`src/sv/mkd_pkg.sv`:
```
// Shared types, constants and Morse tree tables for the Morse key decoder.
`default_nettype none

package mkd_pkg;

  localparam int CFG_W           = 16;
  localparam int CHAR_W          = 7;
  localparam int NODE_W          = 6;
  localparam int NODE_COUNT      = 45;
  localparam int CFG_IDX_W       = 2;
  localparam int COUNT_WIDTH_DEF = 16;

  localparam logic [NODE_W-1:0] NODE_ROOT = NODE_W'(0);
  localparam logic [NODE_W-1:0] NODE_ERR  = NODE_W'(44);

  localparam logic [CFG_W-1:0] DASH_THRESHOLD_RST = CFG_W'(115);
  localparam logic [CFG_W-1:0] CHAR_GAP_RST       = CFG_W'(300);
  localparam logic [CFG_W-1:0] WORD_GAP_RST       = CFG_W'(700);

  localparam logic [CHAR_W-1:0] CHAR_SPACE   = CHAR_W'(32);
  localparam logic [CHAR_W-1:0] CHAR_UNKNOWN = CHAR_W'(63);

  typedef enum logic [CFG_IDX_W-1:0] {
    REG_DASH_THRESHOLD = 2'd0,
    REG_CHAR_GAP       = 2'd1,
    REG_WORD_GAP       = 2'd2
  } cfg_reg_t;

  typedef struct packed {
    logic [CFG_W-1:0] dash_threshold;
    logic [CFG_W-1:0] char_gap_ticks;
    logic [CFG_W-1:0] word_gap_ticks;
  } cfg_t;

  typedef struct packed {
    logic              emit;
    logic [CHAR_W-1:0] code;
  } step_res_t;

  typedef struct packed {
    logic [NODE_W-1:0] node;
    logic              key_prev;
    logic              gap_running;
  } core_status_t;

  localparam logic [NODE_W-1:0] TREE_DIT [NODE_COUNT] = '{
    6'd1,  6'd3,  6'd5,  6'd7,  6'd9,  6'd11, 6'd13, 6'd15, 6'd17, 6'd19,
    6'd21, 6'd23, 6'd25, 6'd27, 6'd29, 6'd31, 6'd44, 6'd44, 6'd44, 6'd44,
    6'd35, 6'd44, 6'd44, 6'd37, 6'd39, 6'd44, 6'd44, 6'd40, 6'd44, 6'd41,
    6'd42, 6'd44, 6'd44, 6'd44, 6'd44, 6'd44, 6'd44, 6'd44, 6'd44, 6'd44,
    6'd44, 6'd44, 6'd44, 6'd44, 6'd44
  };

  localparam logic [NODE_W-1:0] TREE_DASH [NODE_COUNT] = '{
    6'd2,  6'd4,  6'd6,  6'd8,  6'd10, 6'd12, 6'd14, 6'd16, 6'd18, 6'd20,
    6'd22, 6'd24, 6'd26, 6'd28, 6'd30, 6'd32, 6'd33, 6'd44, 6'd34, 6'd44,
    6'd44, 6'd44, 6'd36, 6'd38, 6'd44, 6'd44, 6'd44, 6'd44, 6'd44, 6'd44,
    6'd43, 6'd44, 6'd44, 6'd44, 6'd44, 6'd44, 6'd44, 6'd44, 6'd44, 6'd44,
    6'd44, 6'd44, 6'd44, 6'd44, 6'd44
  };

  localparam logic [7:0] NODE_ASCII [NODE_COUNT] = '{
    "?", "E", "T", "I", "A", "N", "M", "S", "U", "R",
    "W", "D", "K", "G", "O", "H", "V", "F", "?", "L",
    "?", "P", "J", "B", "X", "C", "Y", "Z", "Q", "?",
    "?", "5", "4", "3", "2", "+", "1", "6", "=", "/",
    "7", "8", "9", "0", "?"
  };

  function automatic logic [NODE_W-1:0] node_index(input logic [NODE_W-1:0] node);
    return (node < NODE_W'(NODE_COUNT)) ? node : NODE_ERR;
  endfunction

  function automatic logic [NODE_W-1:0] tree_step(input logic [NODE_W-1:0] node,
                                                   input logic            dash);
    logic [NODE_W-1:0] idx;
    idx = node_index(node);
    return dash ? TREE_DASH[idx] : TREE_DIT[idx];
  endfunction

  function automatic logic [CHAR_W-1:0] node_code(input logic [NODE_W-1:0] node);
    logic [7:0] ascii;
    ascii = NODE_ASCII[node_index(node)];
    return ascii[CHAR_W-1:0];
  endfunction

endpackage

`default_nettype wire

```
`src/sv/mkd_if.sv`:
```
// Handshake channel interfaces for key samples, decoded characters and register writes.
`default_nettype none

interface mkd_key_if
  import mkd_pkg::*;
();
  logic valid;
  logic ready;
  logic key_level;

  modport source (output valid, output key_level, input ready);
  modport sink   (input valid, input key_level, output ready);
endinterface

interface mkd_char_if
  import mkd_pkg::*;
();
  logic              valid;
  logic              ready;
  logic [CHAR_W-1:0] char_code;

  modport source (output valid, output char_code, input ready);
  modport sink   (input valid, input char_code, output ready);
endinterface

interface mkd_cfg_if
  import mkd_pkg::*;
();
  logic                 valid;
  logic                 ready;
  logic [CFG_IDX_W-1:0] index;
  logic [CFG_W-1:0]     data;

  modport source (output valid, output index, output data, input ready);
  modport sink   (input valid, input index, input data, output ready);
endinterface

`default_nettype wire

```
`src/sv/morse_key_decoder.sv`:
```
// Morse key decoder top level: input register, decode core, result register, registers.
// Samples pass the input register and core; characters are registered for out_beat.
// One key sample per cycle unless stalled; the result register decouples a stalled output.
// The input register stalls only while it and the result register are full and out is held.
// Reset (rst_n low, synchronous) returns the tree to the root, clears counters and
// loads the register defaults: dash 115, character gap 300, word gap 700 ticks.
`default_nettype none

module morse_key_decoder
  import mkd_pkg::*;
#(
  parameter int COUNT_WIDTH = COUNT_WIDTH_DEF
) (
  input wire logic  clk,
  input wire logic  rst_n,
  mkd_key_if.sink   in_beat,
  mkd_char_if.source out_beat,
  mkd_cfg_if.sink   cfg_beat
);

  cfg_t              cfg_r, cfg_nxt;
  logic              stg_valid_r, stg_valid_nxt;
  logic              stg_key_r, stg_key_nxt;
  logic              out_valid_r, out_valid_nxt;
  logic [CHAR_W-1:0] out_char_r, out_char_nxt;

  logic         advance;
  logic         step_en;
  logic         in_take;
  step_res_t    res;
  core_status_t status;

  assign advance        = !out_valid_r || out_beat.ready;
  assign step_en        = stg_valid_r && advance;
  assign in_beat.ready  = !stg_valid_r || advance;
  assign in_take        = in_beat.valid && in_beat.ready;
  assign cfg_beat.ready = 1'b1;

  mkd_core #(
    .COUNT_WIDTH (COUNT_WIDTH)
  ) u_core (
    .clk     (clk),
    .rst_n   (rst_n),
    .step_en (step_en),
    .key     (stg_key_r),
    .cfg     (cfg_r),
    .res     (res),
    .status  (status)
  );

  always_comb begin
    cfg_nxt = cfg_r;
    if (cfg_beat.valid) begin
      unique case (cfg_reg_t'(cfg_beat.index))
        REG_DASH_THRESHOLD: cfg_nxt.dash_threshold = cfg_beat.data;
        REG_CHAR_GAP:       cfg_nxt.char_gap_ticks = cfg_beat.data;
        REG_WORD_GAP:       cfg_nxt.word_gap_ticks = cfg_beat.data;
        default:            cfg_nxt = cfg_r;
      endcase
    end
  end

  always_comb begin
    stg_valid_nxt = stg_valid_r;
    stg_key_nxt   = stg_key_r;
    if (in_take) begin
      stg_valid_nxt = 1'b1;
      stg_key_nxt   = in_beat.key_level;
    end else if (advance) begin
      stg_valid_nxt = 1'b0;
    end
  end

  always_comb begin
    out_valid_nxt = out_valid_r;
    out_char_nxt  = out_char_r;
    if (advance) begin
      out_valid_nxt = step_en && res.emit;
      if (step_en && res.emit) begin
        out_char_nxt = res.code;
      end
    end
  end

  always_ff @(posedge clk) begin
    if (!rst_n) begin
      cfg_r.dash_threshold <= DASH_THRESHOLD_RST;
      cfg_r.char_gap_ticks <= CHAR_GAP_RST;
      cfg_r.word_gap_ticks <= WORD_GAP_RST;
      stg_valid_r          <= 1'b0;
      out_valid_r          <= 1'b0;
    end else begin
      cfg_r       <= cfg_nxt;
      stg_valid_r <= stg_valid_nxt;
      out_valid_r <= out_valid_nxt;
    end
  end

  always_ff @(posedge clk) begin
    stg_key_r  <= stg_key_nxt;
    out_char_r <= out_char_nxt;
  end

  assign out_beat.valid     = out_valid_r;
  assign out_beat.char_code = out_char_r;

  a_node_range: assert property (@(posedge clk) disable iff (!rst_n)
    status.node <= NODE_ERR)
    else $error("tree node outside the Morse tree");

  a_emit_on_release: assert property (@(posedge clk) disable iff (!rst_n)
    step_en && res.emit |-> !stg_key_r && !status.key_prev && status.gap_running)
    else $error("character emitted outside an idle gap");

  a_space_to_root: assert property (@(posedge clk) disable iff (!rst_n)
    step_en && res.emit && res.code == CHAR_SPACE
      |=> status.node == NODE_ROOT && !status.gap_running && out_valid_r
          && out_char_r == CHAR_SPACE)
    else $error("word space did not return to root and stop the gap");

  a_stall_only_full: assert property (@(posedge clk) disable iff (!rst_n)
    !in_beat.ready |-> stg_valid_r && out_valid_r && !out_beat.ready)
    else $error("input stalled with room in the pipeline");

endmodule

`default_nettype wire

```
`src/sv/mkd_core.sv`:
```
// Press and gap timing, Morse tree walk and character emission for one key sample per step.
`default_nettype none

module mkd_core
  import mkd_pkg::*;
#(
  parameter int COUNT_WIDTH = COUNT_WIDTH_DEF
) (
  input  wire logic         clk,
  input  wire logic         rst_n,
  input  wire logic         step_en,
  input  wire logic         key,
  input  wire cfg_t         cfg,
  output      step_res_t    res,
  output      core_status_t status
);

  localparam int CMP_W = (COUNT_WIDTH > CFG_W) ? COUNT_WIDTH : CFG_W;
  localparam logic [COUNT_WIDTH-1:0] CNT_MAX = {COUNT_WIDTH{1'b1}};

  logic [NODE_W-1:0]      tree_node_r,   tree_node_nxt;
  logic                   key_prev_r,    key_prev_nxt;
  logic [COUNT_WIDTH-1:0] press_count_r, press_count_nxt;
  logic [COUNT_WIDTH-1:0] gap_count_r,   gap_count_nxt;
  logic                   gap_running_r, gap_running_nxt;

  logic [COUNT_WIDTH-1:0] gap_inc;
  logic                   is_dash;
  logic                   word_hit;
  logic                   char_hit;

  always_comb begin
    gap_inc  = (gap_count_r == CNT_MAX) ? gap_count_r : gap_count_r + COUNT_WIDTH'(1);
    is_dash  = !(CMP_W'(press_count_r) < CMP_W'(cfg.dash_threshold));
    word_hit = (CMP_W'(gap_inc) == CMP_W'(cfg.word_gap_ticks));
    char_hit = (CMP_W'(gap_inc) == CMP_W'(cfg.char_gap_ticks));
  end

  always_comb begin
    tree_node_nxt   = tree_node_r;
    key_prev_nxt    = key_prev_r;
    press_count_nxt = press_count_r;
    gap_count_nxt   = gap_count_r;
    gap_running_nxt = gap_running_r;
    res.emit        = 1'b0;
    res.code        = CHAR_SPACE;
    if (step_en) begin
      key_prev_nxt = key;
      priority if (key && !key_prev_r) begin
        gap_running_nxt = 1'b0;
        gap_count_nxt   = '0;
        press_count_nxt = COUNT_WIDTH'(1);
      end else if (key) begin
        if (press_count_r != CNT_MAX) begin
          press_count_nxt = press_count_r + COUNT_WIDTH'(1);
        end
      end else if (key_prev_r) begin
        tree_node_nxt   = tree_step(tree_node_r, is_dash);
        press_count_nxt = '0;
        gap_count_nxt   = '0;
        gap_running_nxt = 1'b1;
      end else if (gap_running_r) begin
        gap_count_nxt = gap_inc;
        priority if (word_hit) begin
          res.emit        = 1'b1;
          res.code        = CHAR_SPACE;
          tree_node_nxt   = NODE_ROOT;
          gap_running_nxt = 1'b0;
          gap_count_nxt   = '0;
        end else if (char_hit) begin
          res.emit      = 1'b1;
          res.code      = node_code(tree_node_r);
          tree_node_nxt = NODE_ROOT;
        end else begin
          res.emit = 1'b0;
        end
      end else begin
        res.emit = 1'b0;
      end
    end
  end

  always_ff @(posedge clk) begin
    if (!rst_n) begin
      tree_node_r   <= NODE_ROOT;
      key_prev_r    <= 1'b0;
      press_count_r <= '0;
      gap_count_r   <= '0;
      gap_running_r <= 1'b0;
    end else begin
      tree_node_r   <= tree_node_nxt;
      key_prev_r    <= key_prev_nxt;
      press_count_r <= press_count_nxt;
      gap_count_r   <= gap_count_nxt;
      gap_running_r <= gap_running_nxt;
    end
  end

  assign status.node        = tree_node_r;
  assign status.key_prev    = key_prev_r;
  assign status.gap_running = gap_running_r;

endmodule

`default_nettype wire
```
`src/flat_wrapper.sv`:
```
// flat-port wrapper written by rule: the top's interface ports become plain ports
module morse_key_decoder_flat import mkd_pkg::*;
#(
  parameter int COUNT_WIDTH = COUNT_WIDTH_DEF
)
  (clk, rst_n, in_beat_valid, in_beat_key_level, in_beat_ready, out_beat_valid, out_beat_char_code, out_beat_ready, cfg_beat_valid, cfg_beat_index, cfg_beat_data, cfg_beat_ready);
  mkd_key_if in_beat_i ();
  mkd_char_if out_beat_i ();
  mkd_cfg_if cfg_beat_i ();
  input wire logic clk;
  input wire logic rst_n;
  input wire logic [$bits(in_beat_i.valid)-1:0] in_beat_valid;
  input wire logic [$bits(in_beat_i.key_level)-1:0] in_beat_key_level;
  output wire logic [$bits(in_beat_i.ready)-1:0] in_beat_ready;
  output wire logic [$bits(out_beat_i.valid)-1:0] out_beat_valid;
  output wire logic [$bits(out_beat_i.char_code)-1:0] out_beat_char_code;
  input wire logic [$bits(out_beat_i.ready)-1:0] out_beat_ready;
  input wire logic [$bits(cfg_beat_i.valid)-1:0] cfg_beat_valid;
  input wire logic [$bits(cfg_beat_i.index)-1:0] cfg_beat_index;
  input wire logic [$bits(cfg_beat_i.data)-1:0] cfg_beat_data;
  output wire logic [$bits(cfg_beat_i.ready)-1:0] cfg_beat_ready;
  assign in_beat_i.valid = in_beat_valid;
  assign in_beat_i.key_level = in_beat_key_level;
  assign in_beat_ready = in_beat_i.ready;
  assign out_beat_valid = out_beat_i.valid;
  assign out_beat_char_code = out_beat_i.char_code;
  assign out_beat_i.ready = out_beat_ready;
  assign cfg_beat_i.valid = cfg_beat_valid;
  assign cfg_beat_i.index = cfg_beat_index;
  assign cfg_beat_i.data = cfg_beat_data;
  assign cfg_beat_ready = cfg_beat_i.ready;
  morse_key_decoder #(.COUNT_WIDTH(COUNT_WIDTH)) u_core (.clk(clk), .rst_n(rst_n), .in_beat(in_beat_i), .out_beat(out_beat_i), .cfg_beat(cfg_beat_i));
endmodule
```
`config.mk`:
```
export PLATFORM = sky130hd
export DESIGN_NAME = morse_key_decoder_flat
export DESIGN_NICKNAME = d
export VERILOG_FILES = /design/src/sv/mkd_pkg.sv /design/src/sv/mkd_if.sv /design/src/sv/morse_key_decoder.sv /design/src/sv/mkd_core.sv /design/src/flat_wrapper.sv
export SDC_FILE = /design/constraint.sdc
export NUM_CORES = 1
export LEC_CHECK = 0
export BUFFER_PORTS_ARGS = -buffer_cell sky130_fd_sc_hd__buf_2
export CORE_UTILIZATION = 40
export DETAILED_ROUTE_END_ITERATION = 7
export HOLD_SLACK_MARGIN = 0.15
export PLACE_DENSITY = 0.65
export SKIP_LAST_GASP = 1
export SYNTH_ARGS = -nofsm -noshare
export SYNTH_HDL_FRONTEND = slang
export SYNTH_SLANG_ARGS = --single-unit
export TNS_END_PERCENT = 100
```
`constraint.sdc`:
```
create_clock -name clk -period 3.55 [get_ports clk]
set_input_delay 0.5325 -clock clk [delete_from_list [all_inputs] [get_ports clk]]
set_output_delay 0.5325 -clock clk [all_outputs]
set_load 0.02 [all_outputs]
```
# == Word level (Yosys, flattened, before mapping) ==
# Memories as Yosys holds them, arrays and structs flattened.
# Cells that the tools add are included.
# word_totals
regBits,98
latchBits,0
mem_bits_rw,0
romBits,1280
output_inout_bits,10
wordCells,96
memories,3
# memory_table
memory,words,width,read_ports,rd_clocked_by_memory_dff,write_ports,line_no,rtl
(no name shown),64,8,1,0,0,mkd_pkg.sv:83,ascii = NODE_ASCII[node_index(node)];
(no name shown),64,6,1,0,0,mkd_pkg.sv:78,return dash ? TREE_DASH[idx] : TREE_DIT[idx];
(no name shown),64,6,1,0,0,mkd_pkg.sv:78,
# op_classes
add_sub_neg,2
mul,0
div_mod_pow,0
magnitude_cmp,3
eq_ne,8
shifts,0
n_mux,38
n_bitwise,6
reduce_logical,24
# ops
op,n
16-bit 2-to-1 mux,10
6-bit 2-to-1 mux,10
8-bit 2-to-1 mux,5
16-bit by 1-bit adder with 16-bit output (second input constant),2
16-bit == test,2
7-bit 2-to-1 mux,4
16-bit == test (second input constant),1
16-bit < comparator,1
16-bit inequality test (second input constant),1
2-bit AND reduction,5
1-bit 2-to-1 mux,9
3-bit nonzero test,3
7-bit >= comparator (second input constant),1
6-bit NOT with 7-bit output,1
7-bit OR reduction,1
6-bit < comparator (second input constant),1
3-bit AND reduction,2
1-bit NOT,5
5-bit AND reduction,1
1-bit logical AND,4
2-bit nonzero test,2
1-bit zero test,3
3-bit inequality test (second input constant),1
2-bit by 1-bit == test with 1-bit output (second input constant),1
other kinds (4),5

# == Longest topological paths before layout ==
# depth
ltp_word,15
mapped_depth,13
ltp_nobuf,11

# == By module ==
# From an unflattened synthesis, not the netlist that was laid out.
# unflattened
cells_unflattened,955
area_unflattened_um2,7546.0
# modules_own_cells
module,instances,cells_each,area_each_um2,seq_area_each_um2
mkd_core,1,744,5287.6,800.8
morse_key_decoder,1,211,2258.4,1241.2

# == Worst setup path before layout ==
# Ideal clock, no wire load.
# synth_timing
path_kind,reg2reg
from,register u_core.u_core.gap_count_r[0]
to,register u_core.u_core.gap_count_r[0]
setup_ns,0.121
t_arrival_ns,3.114
setup_slack_ns,0.315
stages_incl_launch_ff,13
n_path_buf,3
period_less_slack_ns,3.235
cell_sequence,dfxtp_1 > ha_1 > buf_2 > and4_1 > and4_1 > clkbuf_1 > a211oi_1 > or3_1 > or4_4 > nor4b_4 > buf_6 > o31ai_1 > mux2_2
# synth_via
elab_chain_len,8
word_cells_on_any_way,9
# synth_lines
element,line_no,rtl
start: declaration,mkd_core.sv:24,"logic [COUNT_WIDTH-1:0] gap_count_r, gap_count_nxt;"
start signal: assignment,mkd_core.sv:94,gap_count_r <= gap_count_nxt;
16-bit by 1-bit adder with 16-bit output or 16-bit == test (tied branches),mkd_core.sv:33,gap_inc = (gap_count_r == CNT_MAX) ? gap_count_r : gap_count_r + COUNT_WIDTH'(1);
16-bit 2-to-1 mux *,mkd_core.sv:33,
16-bit == test,mkd_core.sv:35,word_hit = (CMP_W'(gap_inc) == CMP_W'(cfg.word_gap_ticks));
16-bit 2-to-1 mux *,mkd_core.sv:64,priority if (word_hit) begin
16-bit 2-to-1 mux *,mkd_core.sv:62,end else if (gap_running_r) begin
16-bit 2-to-1 mux *,mkd_core.sv:57,end else if (key_prev_r) begin
16-bit 2-to-1 mux *,mkd_core.sv:53,end else if (key) begin
16-bit 2-to-1 mux *,mkd_core.sv:49,priority if (key && !key_prev_r) begin
# Mark *: on every way between the ends. The rest lies on a longest branch, timed or not. The select of a mux whose other input is x is not followed.
# A chain may end at the register's enable or synchronous reset.

# == Worst setup path in the final report ==
# layout_timing
from,register u_core.u_core.gap_count_r[0]
to,register u_core.u_core.tree_node_r[2]
# layout_via
elab_chain_len,6
word_cells_on_any_way,10
# layout_lines
element,line_no,rtl
16-bit by 1-bit adder with 16-bit output or 16-bit == test (tied branches),mkd_core.sv:33,
16-bit 2-to-1 mux *,mkd_core.sv:33,
16-bit == test,mkd_core.sv:35,
6-bit 2-to-1 mux,mkd_core.sv:64,
6-bit 2-to-1 mux,mkd_core.sv:62,
6-bit 2-to-1 mux,mkd_core.sv:57,
end signal: assignment,mkd_core.sv:91,tree_node_r <= tree_node_nxt;
end: declaration,mkd_core.sv:21,"logic [NODE_W-1:0] tree_node_r, tree_node_nxt;"
# Marks and branches as above.

==> metrics <==
Wirelength per Cell 18.53 um; register area share after synthesis between 20 and 30%; hold_ws 0.3463 ns; Cell Area, Synth 7177 um2; CORE AREA 17420 um2; actual slew at the worst max-slew pin roughly 1.1 ns; CP endpoint kind flop; EDFF count, synth 8; iteration-0 DRC count of the detailed router 796; GRT Total Usage between 20% and 30%; H-tree depth 3; clock buffer depth 2; CTS tree built; FFs w/ async S/R, synth 0%; via total after detailed routing ~7400; Leak 3.251 nW; Synth warnings 0; syn avg cell area 7.507 um2; Post-synth top flop dfxtp_1; # port buffers 32; Cell Chain, Critical Path ha_2 > nand4_1 > buf_4 > nor4_4 > a41o_1 > or4b_2 > or4_1 > o32a_1 > nand4_1 > nand3_1; total die area approximately 18000 um2; Post-layout nets between 1000 and 1500; clock root cell clkbuf_16; Synth cell types 78; Detailed Routing Iterations Pass 1 6; HP Class primary input to flop; clk_lat worst skew 0.37 ns; startpoint types flop; die width 136.0 um; Synth Net Count 1008; DRC violations left 0; vias in the first global route approximately 6600; Rel. slew slack 24.51%; CP max stage delay roughly 0.63 ns; DRT antenna net count 0; Worst Path Max Fanout 8; placer's final routability congestion estimate between 1 and 1.5; Final Max Tran Viols 0; Post-Layout Cell Count 1232; final global-route overflow total 0; final setup vio count 0; Seq cells post-synth around 100; first-pass GRT wire length approximately 36 mm; kind of critical path flop to flop; fin crit period 3.414 ns; RSZ-0062 raised after global routing false; CP arrival ~3.7 ns; Vias/cell approximately 6.0; TritonCTS buffer count 9; Pwr Total 2.454 mW; Max IR drop VDD about 0.30 mV; initial antenna violation count 0; achievable frequency 292.9 MHz; die height 136.0 um; Synth top area share about a quarter; Cells after Synth 956; Crit path required time 3.79 ns; Hold Buf Count CTS 0; clock skew approximately 0.015 ns; initial core utilization approximately two fifths; I/O pin count 34; top-count cell post-synth nand2_1; DP HPWL between 15 and 20 mm; pin count of the biggest net entering global routing 54; # rows 48; Crit path top cell by count nand4_1; Finished Core Util around 47%; Synth area leaders dfxtp_1, nand2_1, a21oi_1, ha_1, a21boi_0; Post-synth top cells nand2_1, dfxtp_1, a21oi_1; Syn-to-layout area delta 14.54%; outcome finished, final reports clean; placed cells 1215; PD cells about 300 nW/um2; CTS clk-pin slew, worst paths around 0.07 ns; layout cells sized above 1 about 15%; fin crit share 96.17%; Final Hold Fails 0; total of max-cap violations 0; final WL around 23 mm; Slowest-stage cell, CP or4b_2; CTS Sinks 98; post-synth top area cell dfxtp_1
-- stage by stage --
stage	cell area (um2)	TNS [ns]	worst slack, ns
finish	8220	0	0.1359
floorplan	7177	0	0.3150
detailed placement	7871	0	0.007404
global route	8218	0	0.01407
global placement	7871	-0.009731	-0.009731
CTS	8199	0	0.04824
-- report_power, final --
| part | total [mW] | internal, mW | switching (mW) |
|---|---|---|---|
| sequential | 1.17 | 1.14 | 0.0326 |
| clock | 1.07 | 0.596 | 0.470 |
| combinational | 0.219 | 0.0840 | 0.135 |
-- cells in the final DEF, fill, tap and decap left out, drive strengths merged, types with 11 or more instances in the layout --
master,netlist,layout
a31oi,17,17
nor2b,14,14
nand3,46,46
dfxtp,90,90
o21ai,46,46
buf,22,100
a21boi,38,38
o211ai,11,11
nor3,21,21
a211oi,15,15
ha,28,28
nand4,31,31
xor2,17,17
nand2,165,165
a21oi,70,70
nor2,49,49
inv,34,36
xnor2,20,20
and2,13,13
nor4,13,13
nand2b,18,18
-- logic make-up (layout without fill, tap and decap cells) --
logic type | after synthesis | count (layout) | share of synthesized area [%]
flip-flops | 98 | 98 | 28.45
XOR/XNOR | 37 | 37 | 4.515
AO/OA/AOI/OAI | 266 | 266 | 24.46
buffers and inverters | 99 | 149 | 5.683
AND/OR/NAND/NOR | 417 | 417 | 30.51
multiplexers | 10 | 10 | 1.447
other | 1 | 2 | 0.05225
adder cells (fa/ha/maj) | 28 | 28 | 4.882
-- state kept, by name (all words and copies together), names as in the netlist --
register	count
u_core.stg_key_r	1
u_core.u_core.tree_node_r	6
u_core.u_core.gap_running_r	1
u_core.u_core.key_prev_r	1
u_core.u_core.gap_count_r	16
u_core.out_beat.valid	1
u_core.stg_valid_r	1
u_core.cfg_r	48
u_core.out_beat.char_code	7
u_core.u_core.press_count_r	16
-- critical path: cells and delay by family (launching register included) --
| family | cells | cell delay (ns) |
|---|---|---|
| AND/OR/NAND/NOR | 6 | 1.89 |
| AO/OA/AOI/OAI | 2 | 0.56 |
| adder cells (fa/ha/maj) | 1 | 0.30 |
| flip-flops | 1 | 0.34 |
| buffers and inverters | 1 | 0.19 |
-- cell type report --
| type | count | area, um2 |
|---|---|---|
| Fill cell | 1755 | 9196 |
| Multi-Input combinational cell | 759 | 4750 |
| Sequential cell | 98 | 2046 |
| Timing Repair Buffer | 100 | 695.7 |
| Tap cell | 225 | 281.5 |
| Clock buffer | 10 | 250.2 |
| Inverter | 34 | 127.6 |
| Clock inverter | 5 | 67.56 |
| Antenna cell | 1 | 2.502 |
-- routing by layer --
metal  vias up  wire length (um)  part of all wire [%]  global-route usage, %
met5         -                 0                     0                      0
met4         0               716                   3.1                  11.23
met3        47              1923                   8.4                  4.437
met2       317              9746                    43                  38.10
met1      3429             10440                    46                  35.16
li1       3561                 -                     -                      -
-- repair_timing --
| item | CTS | global route |
|---|---|---|
| endpoints found under the setup margin | 1 | 25 |
| cloned | 0 | 0 |
| setup buffers | 1 | 0 |
| gates resized for setup | 1 | 6 |
| hold endpoints to repair | 0 | 0 |
| pin swaps | 1 | 1 |
-- final timing paths --
check / from / endpoint / slack, ns / cells after the start
setup reg to reg: u_core.u_core.gap_count_r[0]$_SDFFE_PN0P_ / u_core.u_core.tree_node_r[2]$_SDFFE_PN0P_ / 0.14 / 10
setup / recovery: u_core.u_core.gap_count_r[0]$_SDFFE_PN0P_ / u_core.u_core.tree_node_r[2]$_SDFFE_PN0P_ / 0.14 / 10
hold reg to reg: u_core.cfg_r[43]$_SDFFE_PN0P_ / u_core.cfg_r[43]$_SDFFE_PN0P_ / 0.46 / 2
hold / removal: in_beat_key_level / u_core.stg_key_r$_DFFE_PP_ / 0.35 / 1
No activity file was read; power rests on OpenSTA's default activity.
